==> config.mk <==
export PLATFORM = sky130hd
export DESIGN_NAME = mvt_front
export DESIGN_NICKNAME = d
export VERILOG_FILES = /design/src/design/mvt_pkg.sv /design/src/design/mvt_front.sv
export SDC_FILE = /design/constraint.sdc
export NUM_CORES = 1
export LEC_CHECK = 0
export BUFFER_PORTS_ARGS = -buffer_cell sky130_fd_sc_hd__buf_2
export CORE_MARGIN = 4
export CORE_UTILIZATION = 40
export CTS_CLUSTER_DIAMETER = 200
export DETAILED_ROUTE_END_ITERATION = 8
export MAX_ROUTING_LAYER = met4
export PLACE_DENSITY = 0.8
export REMOVE_ABC_BUFFERS = 1
export SYNTH_ARGS = -nofsm -noshare
export SYNTH_HDL_FRONTEND = slang
export SYNTH_SLANG_ARGS = --single-unit
==> constraint.sdc <==
create_clock -name clk -period 4.2 [get_ports clk]
set_input_delay 0.42 -clock clk [delete_from_list [all_inputs] [get_ports clk]]
set_output_delay 0.42 -clock clk [all_outputs]
set_load 0.01 [all_outputs]
==> src/design/mvt_pkg.sv <==
// types, constants and codes shared by the matrix-vector transform block
// no dependencies; imported by every module of the block
package mvt_pkg;

  localparam int MAX_DIM   = 4;
  localparam int FRAC_BITS = 16;
  localparam int ELEM_W    = 32;
  localparam int DIM_W     = 3;
  localparam int ROW_W     = 2;
  localparam int PROD_W    = 2 * ELEM_W;
  localparam int SUM_W     = PROD_W + $clog2(MAX_DIM);
  localparam int SH_W      = SUM_W - FRAC_BITS;
  localparam int Q_DEPTH   = 4;
  localparam int Q_PTR_W   = $clog2(Q_DEPTH);
  localparam int Q_CNT_W   = $clog2(Q_DEPTH + 1);

  localparam logic [DIM_W-1:0] DIM_RESET = DIM_W'(MAX_DIM);
  localparam logic [DIM_W-1:0] DIM_MIN   = DIM_W'(2);

  typedef enum logic {
    OP_LOAD  = 1'b0,
    OP_XFORM = 1'b1
  } op_t;

  typedef struct packed {
    op_t                      op;
    logic [ROW_W-1:0]         row_index;
    logic signed [ELEM_W-1:0] elem0;
    logic signed [ELEM_W-1:0] elem1;
    logic signed [ELEM_W-1:0] elem2;
    logic signed [ELEM_W-1:0] elem3;
  } in_item_t;

  typedef struct packed {
    logic signed [ELEM_W-1:0] res0;
    logic signed [ELEM_W-1:0] res1;
    logic signed [ELEM_W-1:0] res2;
    logic signed [ELEM_W-1:0] res3;
  } out_item_t;

  // classified item passed from front to back
  typedef struct packed {
    logic                           is_load;
    logic [ROW_W-1:0]               row;
    logic [MAX_DIM-1:0]             lane_en;
    logic [MAX_DIM-1:0][ELEM_W-1:0] vec;
  } q_item_t;

  typedef struct packed {
    logic               full;
    logic               empty;
    logic [Q_CNT_W-1:0] count;
  } q_status_t;

endpackage

==> src/design/mvt_front.sv <==
// front end: accepts input items, classifies load or transform, masks unused lanes
// depends on mvt_pkg
module mvt_front import mvt_pkg::*; (
  input  logic             clk,
  input  logic             rst_n,
  input  logic [DIM_W-1:0] dim,
  input  logic             in_valid,
  output logic             in_ready,
  input  in_item_t         in_data,
  output logic             f_valid,
  input  logic             f_ready,
  output q_item_t          f_item
);

  logic               fv_r;
  logic               fv_nxt;
  q_item_t            item_r;
  q_item_t            item_nxt;
  logic [DIM_W-1:0]   eff_dim;
  logic [MAX_DIM-1:0] lane_en;

  always_comb begin
    if (dim < DIM_MIN) begin
      eff_dim = DIM_MIN;
    end else if (dim > DIM_W'(MAX_DIM)) begin
      eff_dim = DIM_W'(MAX_DIM);
    end else begin
      eff_dim = dim;
    end
    for (int c = 0; c < MAX_DIM; c++) begin
      lane_en[c] = DIM_W'(c) < eff_dim;
    end
  end

  assign in_ready = !fv_r || f_ready;

  always_comb begin
    item_nxt.is_load = (in_data.op == OP_LOAD);
    item_nxt.row     = in_data.row_index;
    item_nxt.lane_en = lane_en;
    item_nxt.vec[0]  = in_data.elem0;
    item_nxt.vec[1]  = in_data.elem1;
    item_nxt.vec[2]  = in_data.elem2;
    item_nxt.vec[3]  = in_data.elem3;
    // a transform ignores vector elements beyond the dimension; a load keeps the full row
    if (in_data.op == OP_XFORM) begin
      for (int c = 0; c < MAX_DIM; c++) begin
        if (!lane_en[c]) begin
          item_nxt.vec[c] = '0;
        end
      end
    end
  end

  always_comb begin
    fv_nxt = fv_r;
    if (in_ready) begin
      fv_nxt = in_valid;
    end
  end

  always_ff @(posedge clk) begin
    if (!rst_n) begin
      fv_r <= 1'b0;
    end else begin
      fv_r <= fv_nxt;
    end
  end

  always_ff @(posedge clk) begin
    if (in_valid && in_ready) begin
      item_r <= item_nxt;
    end
  end

  assign f_valid = fv_r;
  assign f_item  = item_r;

endmodule

==> impl_metrics.env <==
export IMPL_via_count=3000
export IMPL_vias_per_cell=4.373
export IMPL_drc=0
export IMPL_start_util=0.4100
export IMPL_yosysTopAreaCell="edfxtp_1"
export IMPL_dieHeight_um=119.2
export IMPL_multiInputGateArea_um2=546.8
export IMPL_yosysSeqAreaShare=0.8239
export IMPL_clock_latency_ns=0.40
export IMPL_cts_resized=0
export IMPL_synth_top_family_by_area="buffers and inverters"
export IMPL_io_buffer_count=274
export IMPL_synth_distinct_cells=16
export IMPL_irDropWorstVdd_uv=201.2
export IMPL_drive_gt1_frac=0.6429
export IMPL_regArea_mm2=0.004074
export IMPL_required_ns=4.25
export IMPL_synth_area_mm2=0.004945
export IMPL_utilization=0.5656
export IMPL_nFillCells=968
export IMPL_synth_compound_area_frac=0.05238
export IMPL_cts_sinks=136
export IMPL_post_cts_buffers=0
export IMPL_async_reset_ff_frac=0
export IMPL_avgSynthCellArea_um2=17.41
export IMPL_netlist_instances=284
export IMPL_cts_root_buffer="clkbuf_16"
export IMPL_synth_xor_area_share=0
export IMPL_num_antenna_cells=0
export IMPL_coreArea_mm2=0.01206
export IMPL_grt_ovfl_total=0
export IMPL_synth_simple_gate_area_share=0.05617
export IMPL_gp_congestion=0.7036
export IMPL_max_cap_violations=0
export IMPL_hp_class="in -> reg"
export IMPL_arrival_ns=1.92
export IMPL_relSlewSlack=0.2895
export IMPL_tritoncts="built"
export IMPL_grt_util_all_layers=0.1626
export IMPL_critPathCaptureType="flip-flop"
export IMPL_start_kind="flip-flop"
export IMPL_htree_num_levels=4
export IMPL_die_area_mm2=0.01421
export IMPL_max_freq_mhz=533.5
export IMPL_final_nets=643
export IMPL_ys_seq_elements=136
export IMPL_cp_slowest_stage_delay_ns=0.60
export IMPL_path_cells="nand2b_1, and2_4, buf_12"
export IMPL_grt_max_degree=84
export IMPL_cts_buffers=17
export IMPL_synth_common_cells="edfxtp_1, clkbuf_1, a21boi_1, and2_2, and2_1"
export IMPL_tightest_slew_ns=1.063
export IMPL_fp_dieW_um=119.2
export IMPL_drt_pass1_iterations=4
export IMPL_path_max_fanout=83
export IMPL_p_leak_nw=2.943
export IMPL_antenna_found_initial=0
export IMPL_wl_per_cell_um=16.65
export IMPL_drtIter0Drc=213
export IMPL_drtAntennaViolNets=0
export IMPL_finalSetupTns_ns=0
export IMPL_hpwl_um=8554
export IMPL_synth_edff_count=135
export IMPL_synth_most_common_cell="edfxtp_1"
export IMPL_finalSetupViolations=0
export IMPL_yosysWarningCount=0
export IMPL_grt_pass1_vias=3185
export IMPL_slowest_stage="and2_4"
export IMPL_postCtsHoldBufs=0
export IMPL_min_period_ns=1.875
export IMPL_worstSetupPathType="reg -> reg"
export IMPL_rsz0062_at_grt="false"
export IMPL_fin_skew_ns=0.006287
export IMPL_clockBufferDepth=2
export IMPL_synth_top_cell_area_share=0.8198
export IMPL_row_count=40
export IMPL_finalHoldViolations=0
export IMPL_final_max_slew_viol_count=0
export IMPL_wl_um=11420
export IMPL_synth_area_mux_share=0
export IMPL_grt_pass1_wl_um=17080
export IMPL_syn_to_final_growth_pct=37.96
export IMPL_synthAdderAreaFrac=0
export IMPL_path_clk_slew_ns=0.06
export IMPL_fin_crit_sh=0.4463
export IMPL_pin_count=275
export IMPL_synth_ff_type="edfxtp_1"
export IMPL_outcome="finished, final reports clean"
export IMPL_power_density_mw_per_mm2=493.8
export IMPL_netlist_top_cells_area="edfxtp_1, clkbuf_1, a21boi_1"
[area by class of cell]
class / count / share of cell area
Inverter: 2 / 0.001101
Clock buffer: 17 / 0.06236
Clock inverter: 15 / 0.02439
Multi-Input combinational cell: 73 / 0.08015
Timing Repair Buffer: 275 / 0.2040
Sequential cell: 136 / 0.5972
Tap cell: 168 / 0.03081
[placed cells by master, fill, tap and decap left out]
| master | Yosys | layout |
|---|---|---|
| clkinv_1 | 0 | 1 |
| or2b_2 | 1 | 1 |
| nand2_1 | 1 | 1 |
| nand2b_1 | 1 | 1 |
| inv_8 | 0 | 2 |
| clkinv_4 | 0 | 2 |
| buf_2 | 0 | 274 |
| a21boi_1 | 27 | 27 |
| edfxtp_1 | 135 | 135 |
| and2_2 | 20 | 20 |
| clkbuf_16 | 0 | 17 |
| inv_6 | 0 | 4 |
| a21boi_0 | 3 | 3 |
| a21boi_2 | 3 | 3 |
| nand2b_4 | 1 | 1 |
| nor2b_4 | 1 | 1 |
| dfxtp_1 | 1 | 1 |
| and2_1 | 13 | 12 |
| conb_1 | 1 | 2 |
| buf_12 | 0 | 1 |
| clkinvlp_4 | 0 | 3 |
| and2_4 | 0 | 1 |
| bufinv_16 | 0 | 2 |
| inv_1 | 2 | 2 |
| clkinv_2 | 0 | 1 |
[stage by stage]
step	total power, mW	instance area, um^2	setup WS (ns)	hold slack [ns]	cells
global placement	1.918	6230	2.160	0.5077	654
finish	3.368	6822	2.325	0.1879	686
CTS	3.402	6822	2.303	0.1650	686
detailed placement	1.928	6230	2.094	0.5328	654
global route	3.497	6822	2.176	0.1619	686
floorplan	1.767	4626	-0.04240	0.5189	211
[worst paths after layout]
kind                                  start         end  slack (ns)  cells after the start
worst max-delay path                f_valid  f_item[36]        2.33                      3
worst min-delay path            in_data[92]  f_item[60]        0.19                      1
worst max register to register      f_valid  f_item[36]        2.33                      3
worst min register to register      f_valid     f_valid        0.54                      2
[metal layers]
layer / track usage / up-vias / share of wire
li1: - / 1409 / -
met1: 0.1737 / 1411 / 0.37
met2: 0.2851 / 167 / 0.54
met3: 0.04606 / 13 / 0.082
met4: 0.06372 / 0 / 0.016
met5: - / - / 0
[critical path, delay by kind of cell, from the launching register on]
kind | cells | cell delay (ns)
and+or+nand+nor | 2 | 0.70
buffers and inverters | 1 | 0.43
DFF | 1 | 0.31
[cell families after synthesis]
group	after synthesis
AOI/OAI and AO/OA	33
DFF	136
and+or+nand+nor	38
other	1
buffers and inverters	76
[state kept, by name, indices dropped and copies added (netlist names)]
name / cells
f_item: 135
f_valid: 1
[where the power goes]
| group | switching [mW] | internal (mW) | leakage [nW] | total (mW) |
|---|---|---|---|---|
| Clock | 0.587 | 0.888 | 0.282 | 1.47 |
| Combinational | 0.150 | 0.125 | 1.34 | 0.275 |
| Sequential | 0.0213 | 1.60 | 1.33 | 1.62 |
| Total | 0.758 | 2.61 | 2.94 | 3.37 |
No activity file was read; power rests on OpenSTA's default activity.
