`config.mk`:
```
export PLATFORM = sky130hd
export DESIGN_NAME = mvt_queue
export DESIGN_NICKNAME = d
export VERILOG_FILES = /design/src/design/mvt_pkg.sv /design/src/design/mvt_queue.sv
export SDC_FILE = /design/constraint.sdc
export NUM_CORES = 1
export LEC_CHECK = 0
export BUFFER_PORTS_ARGS = -buffer_cell sky130_fd_sc_hd__buf_2
export CORE_AREA = 4 4 259 261
export CTS_CLUSTER_SIZE = 12
export DETAILED_ROUTE_END_ITERATION = 12
export DIE_AREA = 0 0 263 265
export PLACE_DENSITY_LB_ADDON = 0.12
export SLEW_MARGIN = 40
export SYNTH_ARGS = -nofsm -noshare
export SYNTH_HDL_FRONTEND = slang
export SYNTH_SLANG_ARGS = --single-unit
```
`constraint.sdc`:
```
create_clock -name clk -period 5.65 [get_ports clk]
set_input_delay 0.2825 -clock clk [delete_from_list [all_inputs] [get_ports clk]]
set_output_delay 0.2825 -clock clk [all_outputs]
set_load 0.03 [all_outputs]
```
`src/design/mvt_pkg.sv`:
```
// types, constants and codes shared by the matrix-vector transform block
// no dependencies; imported by every module of the block
package mvt_pkg;

  localparam int MAX_DIM   = 4;
  localparam int FRAC_BITS = 16;
  localparam int ELEM_W    = 32;
  localparam int DIM_W     = 3;
  localparam int ROW_W     = 2;
  localparam int PROD_W    = 2 * ELEM_W;
  localparam int SUM_W     = PROD_W + $clog2(MAX_DIM);
  localparam int SH_W      = SUM_W - FRAC_BITS;
  localparam int Q_DEPTH   = 4;
  localparam int Q_PTR_W   = $clog2(Q_DEPTH);
  localparam int Q_CNT_W   = $clog2(Q_DEPTH + 1);

  localparam logic [DIM_W-1:0] DIM_RESET = DIM_W'(MAX_DIM);
  localparam logic [DIM_W-1:0] DIM_MIN   = DIM_W'(2);

  typedef enum logic {
    OP_LOAD  = 1'b0,
    OP_XFORM = 1'b1
  } op_t;

  typedef struct packed {
    op_t                      op;
    logic [ROW_W-1:0]         row_index;
    logic signed [ELEM_W-1:0] elem0;
    logic signed [ELEM_W-1:0] elem1;
    logic signed [ELEM_W-1:0] elem2;
    logic signed [ELEM_W-1:0] elem3;
  } in_item_t;

  typedef struct packed {
    logic signed [ELEM_W-1:0] res0;
    logic signed [ELEM_W-1:0] res1;
    logic signed [ELEM_W-1:0] res2;
    logic signed [ELEM_W-1:0] res3;
  } out_item_t;

  // classified item passed from front to back
  typedef struct packed {
    logic                           is_load;
    logic [ROW_W-1:0]               row;
    logic [MAX_DIM-1:0]             lane_en;
    logic [MAX_DIM-1:0][ELEM_W-1:0] vec;
  } q_item_t;

  typedef struct packed {
    logic               full;
    logic               empty;
    logic [Q_CNT_W-1:0] count;
  } q_status_t;

endpackage

```
`src/design/mvt_queue.sv`:
```
// short fifo of classified items between front and back
// depends on mvt_pkg
module mvt_queue import mvt_pkg::*; (
  input  logic      clk,
  input  logic      rst_n,
  input  logic      push_valid,
  output logic      push_ready,
  input  q_item_t   push_item,
  output logic      pop_valid,
  input  logic      pop_ready,
  output q_item_t   pop_item,
  output q_status_t status
);

  q_item_t            mem_r [Q_DEPTH];
  logic [Q_PTR_W-1:0] wr_ptr_r;
  logic [Q_PTR_W-1:0] wr_ptr_nxt;
  logic [Q_PTR_W-1:0] rd_ptr_r;
  logic [Q_PTR_W-1:0] rd_ptr_nxt;
  logic [Q_CNT_W-1:0] count_r;
  logic [Q_CNT_W-1:0] count_nxt;
  logic               do_push;
  logic               do_pop;

  assign push_ready = (count_r != Q_CNT_W'(Q_DEPTH));
  assign pop_valid  = (count_r != '0);
  assign pop_item   = mem_r[rd_ptr_r];
  assign do_push    = push_valid && push_ready;
  assign do_pop     = pop_valid && pop_ready;

  always_comb begin
    wr_ptr_nxt = wr_ptr_r;
    rd_ptr_nxt = rd_ptr_r;
    count_nxt  = count_r;
    if (do_push) begin
      wr_ptr_nxt = (wr_ptr_r == Q_PTR_W'(Q_DEPTH - 1)) ? '0 : wr_ptr_r + 1'b1;
    end
    if (do_pop) begin
      rd_ptr_nxt = (rd_ptr_r == Q_PTR_W'(Q_DEPTH - 1)) ? '0 : rd_ptr_r + 1'b1;
    end
    if (do_push && !do_pop) begin
      count_nxt = count_r + 1'b1;
    end else if (do_pop && !do_push) begin
      count_nxt = count_r - 1'b1;
    end
  end

  always_ff @(posedge clk) begin
    if (!rst_n) begin
      wr_ptr_r <= '0;
      rd_ptr_r <= '0;
      count_r  <= '0;
    end else begin
      wr_ptr_r <= wr_ptr_nxt;
      rd_ptr_r <= rd_ptr_nxt;
      count_r  <= count_nxt;
    end
  end

  always_ff @(posedge clk) begin
    if (do_push) begin
      mem_r[wr_ptr_r] <= push_item;
    end
  end

  assign status.full  = !push_ready;
  assign status.empty = !pop_valid;
  assign status.count = count_r;

endmodule

```
==> summary.md <==
| Metric | Value |
|---|---|
| Post-synthesis sequential area ratio | `82.2%` |
| Finished Cell Area | `25700 µm²` |
| DR vias/cell | `4.48` |
| Syn. warnings | `0` |
| Post-Syn Nets | `904` |
| Ys async rst share | `0%` |
| Reg2Reg Setup Slack | `3.17 ns` |
| Clock slew at reported path FFs | `0.06 ns` |
| Number of flops mapped to enable cells by yosys | `540` |
| CP top delay family | `buffers and inverters` |
| Total negative setup slack | `0 ns` |
| Routed WL per cell | `20.6 µm` |
| Detail Route Antenna Nets | `0` |
| Nets | `1364` |
| Final HPWL DP | `24.9 mm` |
| Core Box Area | `64500 µm²` |
| Number of synthesized register bits | `549` |
| Top Usage Layer GRT | `met2` |
| Tcrit/Tclk final | `53.3%` |
| Kind of critical path | `reg2out` |
| Final setup fails | `0` |
| Synth-to-Final Area Change | `28.7%` |
| WHS Path Cells | `2` |
| Clk_skew | `0.0144 ns` |
| Worst setup EP type | `primary output` |
| Via count | `9505` |
| H-tree depth | `2` |
| Synth Cell Area | `19900 µm²` |
| CP max FO | `48` |
| Final Wtd Congestion | `0.674` |
| Min-delay src | `rst_n` |
| Initial Util | `30.9%` |
| Unique masters post-synth | `28` |
| Max cap viols | `0` |
| Largest net degree at the start of global routing | `95` |
| DR DRC count | `0` |
| Slowest cell delay on critical path | `0.61 ns` |
| Minimum clock period after layout | `3.01 ns` |
| Final max-slew violation count | `0` |
| Cell Area, Placed | `22500 µm²` |
| Leakage | `8.55 nW` |
| Crit path cell chain | `buf_12 > buf_16 > mux4_2 > buf_2` |
| Final hold vios | `0` |
| CP startpoint kind | `flip-flop` |
| IO Port Bufs | `280` |
| Die area | `69700 µm²` |
| Post-Syn Instances | `758` |
| Ratio of cells with drive above 1 in the final layout | `40.7%` |
| Final WL | `43.8 mm` |
| Main synth FF type | `edfxtp_1` |
| Grt met1 use | `16.2%` |
| Met3 usage | `3.53%` |
| Row count | `93` |
| Status | `finished, final reports clean` |
| Gr usage total | `12.4%` |
| Mapped Avg Cell Area | `26.3 µm²` |
| # IOs | `281` |
| Post-layout util | `39.8%` |
| Worst Path Buf+Inv | `3` |
| Worst r2r dst | `mem_r[1][98]` |
| DR pass1 iterations | `4` |
| Slew @ Worst Pin | `0.692 ns` |
| Critical Path RT | `5.37 ns` |
| Reg2reg path depth | `4` |
| Power, Total | `11.7 mW` |
| Worst path arrival time | `2.73 ns` |
| CTS tree | `done` |
| Highest clock rate | `332 MHz` |
| Hold Crit Class | `in2reg` |
| Max-Slew Margin vs Limit | `53.9%` |
| Most common cell after layout, fill and taps aside | `edfxtp_1` |
| CTS sink cnt | `549` |
| CTS Buffer Depth | `3` |
| Most frequent cells in the layout | `540 x edfxtp_1, 280 x buf_2, 136 x dlygate4sd3_1, 135 x mux4_2, 61 x clkbuf_16` |
| CTS root buf | `clkbuf_16` |
| Antenna violations before repair | `3` |
| Die height | `265 µm` |
| Reg2reg start | `count_r[0]` |
| Worst path slowest cell | `mux4_2` |
| Hold endpoint | `count_r[2]` |
| Pwr Density | `455 nW/µm²` |
| M2 GR Usage | `20.6%` |
| CTS Buf Count | `60` |
| Cts repair resizes | `0` |
| Die W | `263 µm` |
| VDD IR max | `0.338 mV` |
| First-iteration detailed-routing DRC count | `538` |
| Number of global-route vias before repair | `10600` |
| Worst-Skew Late Latency | `0.59 ns` |
| Gr ovfl total | `0` |
| First-pass GRT wire length | `66.4 mm` |
| Unrepaired setup endpoints after global routing | `false` |
layer usage:
metal | routed length [µm] | share of wire, %
met5 | 26 | 0.059
met3 | 2480 | 5.7
met2 | 21500 | 49
met4 | 1010 | 2.3
met1 | 18800 | 43
power breakdown:
group	internal [mW]	total (mW)	switching (mW)
clock	2.10	3.60	1.51
sequential	4.94	5.06	0.126
combinational	1.10	3.01	1.91
total	8.13	11.7	3.54
through the flow:
stage               std cells  hold WS, ns  setup slack (ns)
floorplan                 758        0.381              1.05
global placement         1871        0.486              3.02
detailed placement       1874        0.489              2.99
CTS                      2119      0.00413              2.49
global route             2121       0.0441              2.40
finish                   2121       0.0660              2.64
registers in the layout, summed over array words and instances (netlist names), named ones only:
signal / flops
wr_ptr_r: 2
mem_r: 540
rd_ptr_r: 2
count_r: 3
worst max path at each step:
| stage | slack, ns | start | endpoint | cells after the start |
|---|---|---|---|---|
| 2_1_floorplan | 1.05 | count_r[0] | mem_r[0][0] | 3 |
| 3_3_place_gp | 3.02 | count_r[0] | mem_r[3][86] | 3 |
| 3_5_place_dp | 2.99 | count_r[0] | mem_r[1][105] | 3 |
| 4_1_cts | 2.49 | flip-flop | pop_item[17] | 4 |
| 5_1_grt | 2.40 | flip-flop | pop_item[17] | 4 |
| 6_report | 2.64 | flip-flop | pop_item[17] | 4 |
what timing repair did:
| item | 4_1_cts | 5_1_grt |
|---|---|---|
| hold buffers | 136 | 0 |
| endpoints found under the hold margin | 541 | 0 |
| setup buffers | 0 | 0 |
cells by family after synthesis:
family	Yosys count	share of synthesized area, %
flip-flops	549	82.2
XOR/XNOR	2	0.0879
adder cells (fa/ha/maj)	7	0.477
AND/OR/NAND/NOR	20	0.552
multiplexers	137	15.3
buffers and inverters	37	1.13
AO/OA/AOI/OAI	6	0.176
synth_stat cells, types with 2 or more instances:
| library cell | number | share of area [%] |
|---|---|---|
| buf_2 | 15 | 0.38 |
| or3_1 | 2 | 0.063 |
| inv_1 | 5 | 0.094 |
| clkbuf_1 | 6 | 0.11 |
| buf_6 | 8 | 0.45 |
| edfxtp_1 | 540 | 81 |
| nor2_1 | 2 | 0.038 |
| buf_4 | 2 | 0.075 |
| mux2i_1 | 2 | 0.10 |
| nand2_1 | 5 | 0.094 |
| and3_1 | 4 | 0.13 |
| nand3_1 | 2 | 0.050 |
| mux4_2 | 135 | 15 |
| o21ai_0 | 3 | 0.075 |
| ha_1 | 6 | 0.38 |
| dfxtp_1 | 9 | 0.90 |
area by class of cell:
type / count / area (µm²)
Timing Repair Buffer: 430 / 3020
Multi-Input combinational cell: 172 / 3340
Clock inverter: 26 / 174
Inverter: 5 / 18.8
Clock buffer: 83 / 1640
Antenna cell: 1 / 2.50
Sequential cell: 549 / 16400
Tap cell: 855 / 1070
Fill cell: 5839 / 38800
Note: power is estimated with default switching activity, not from simulation.
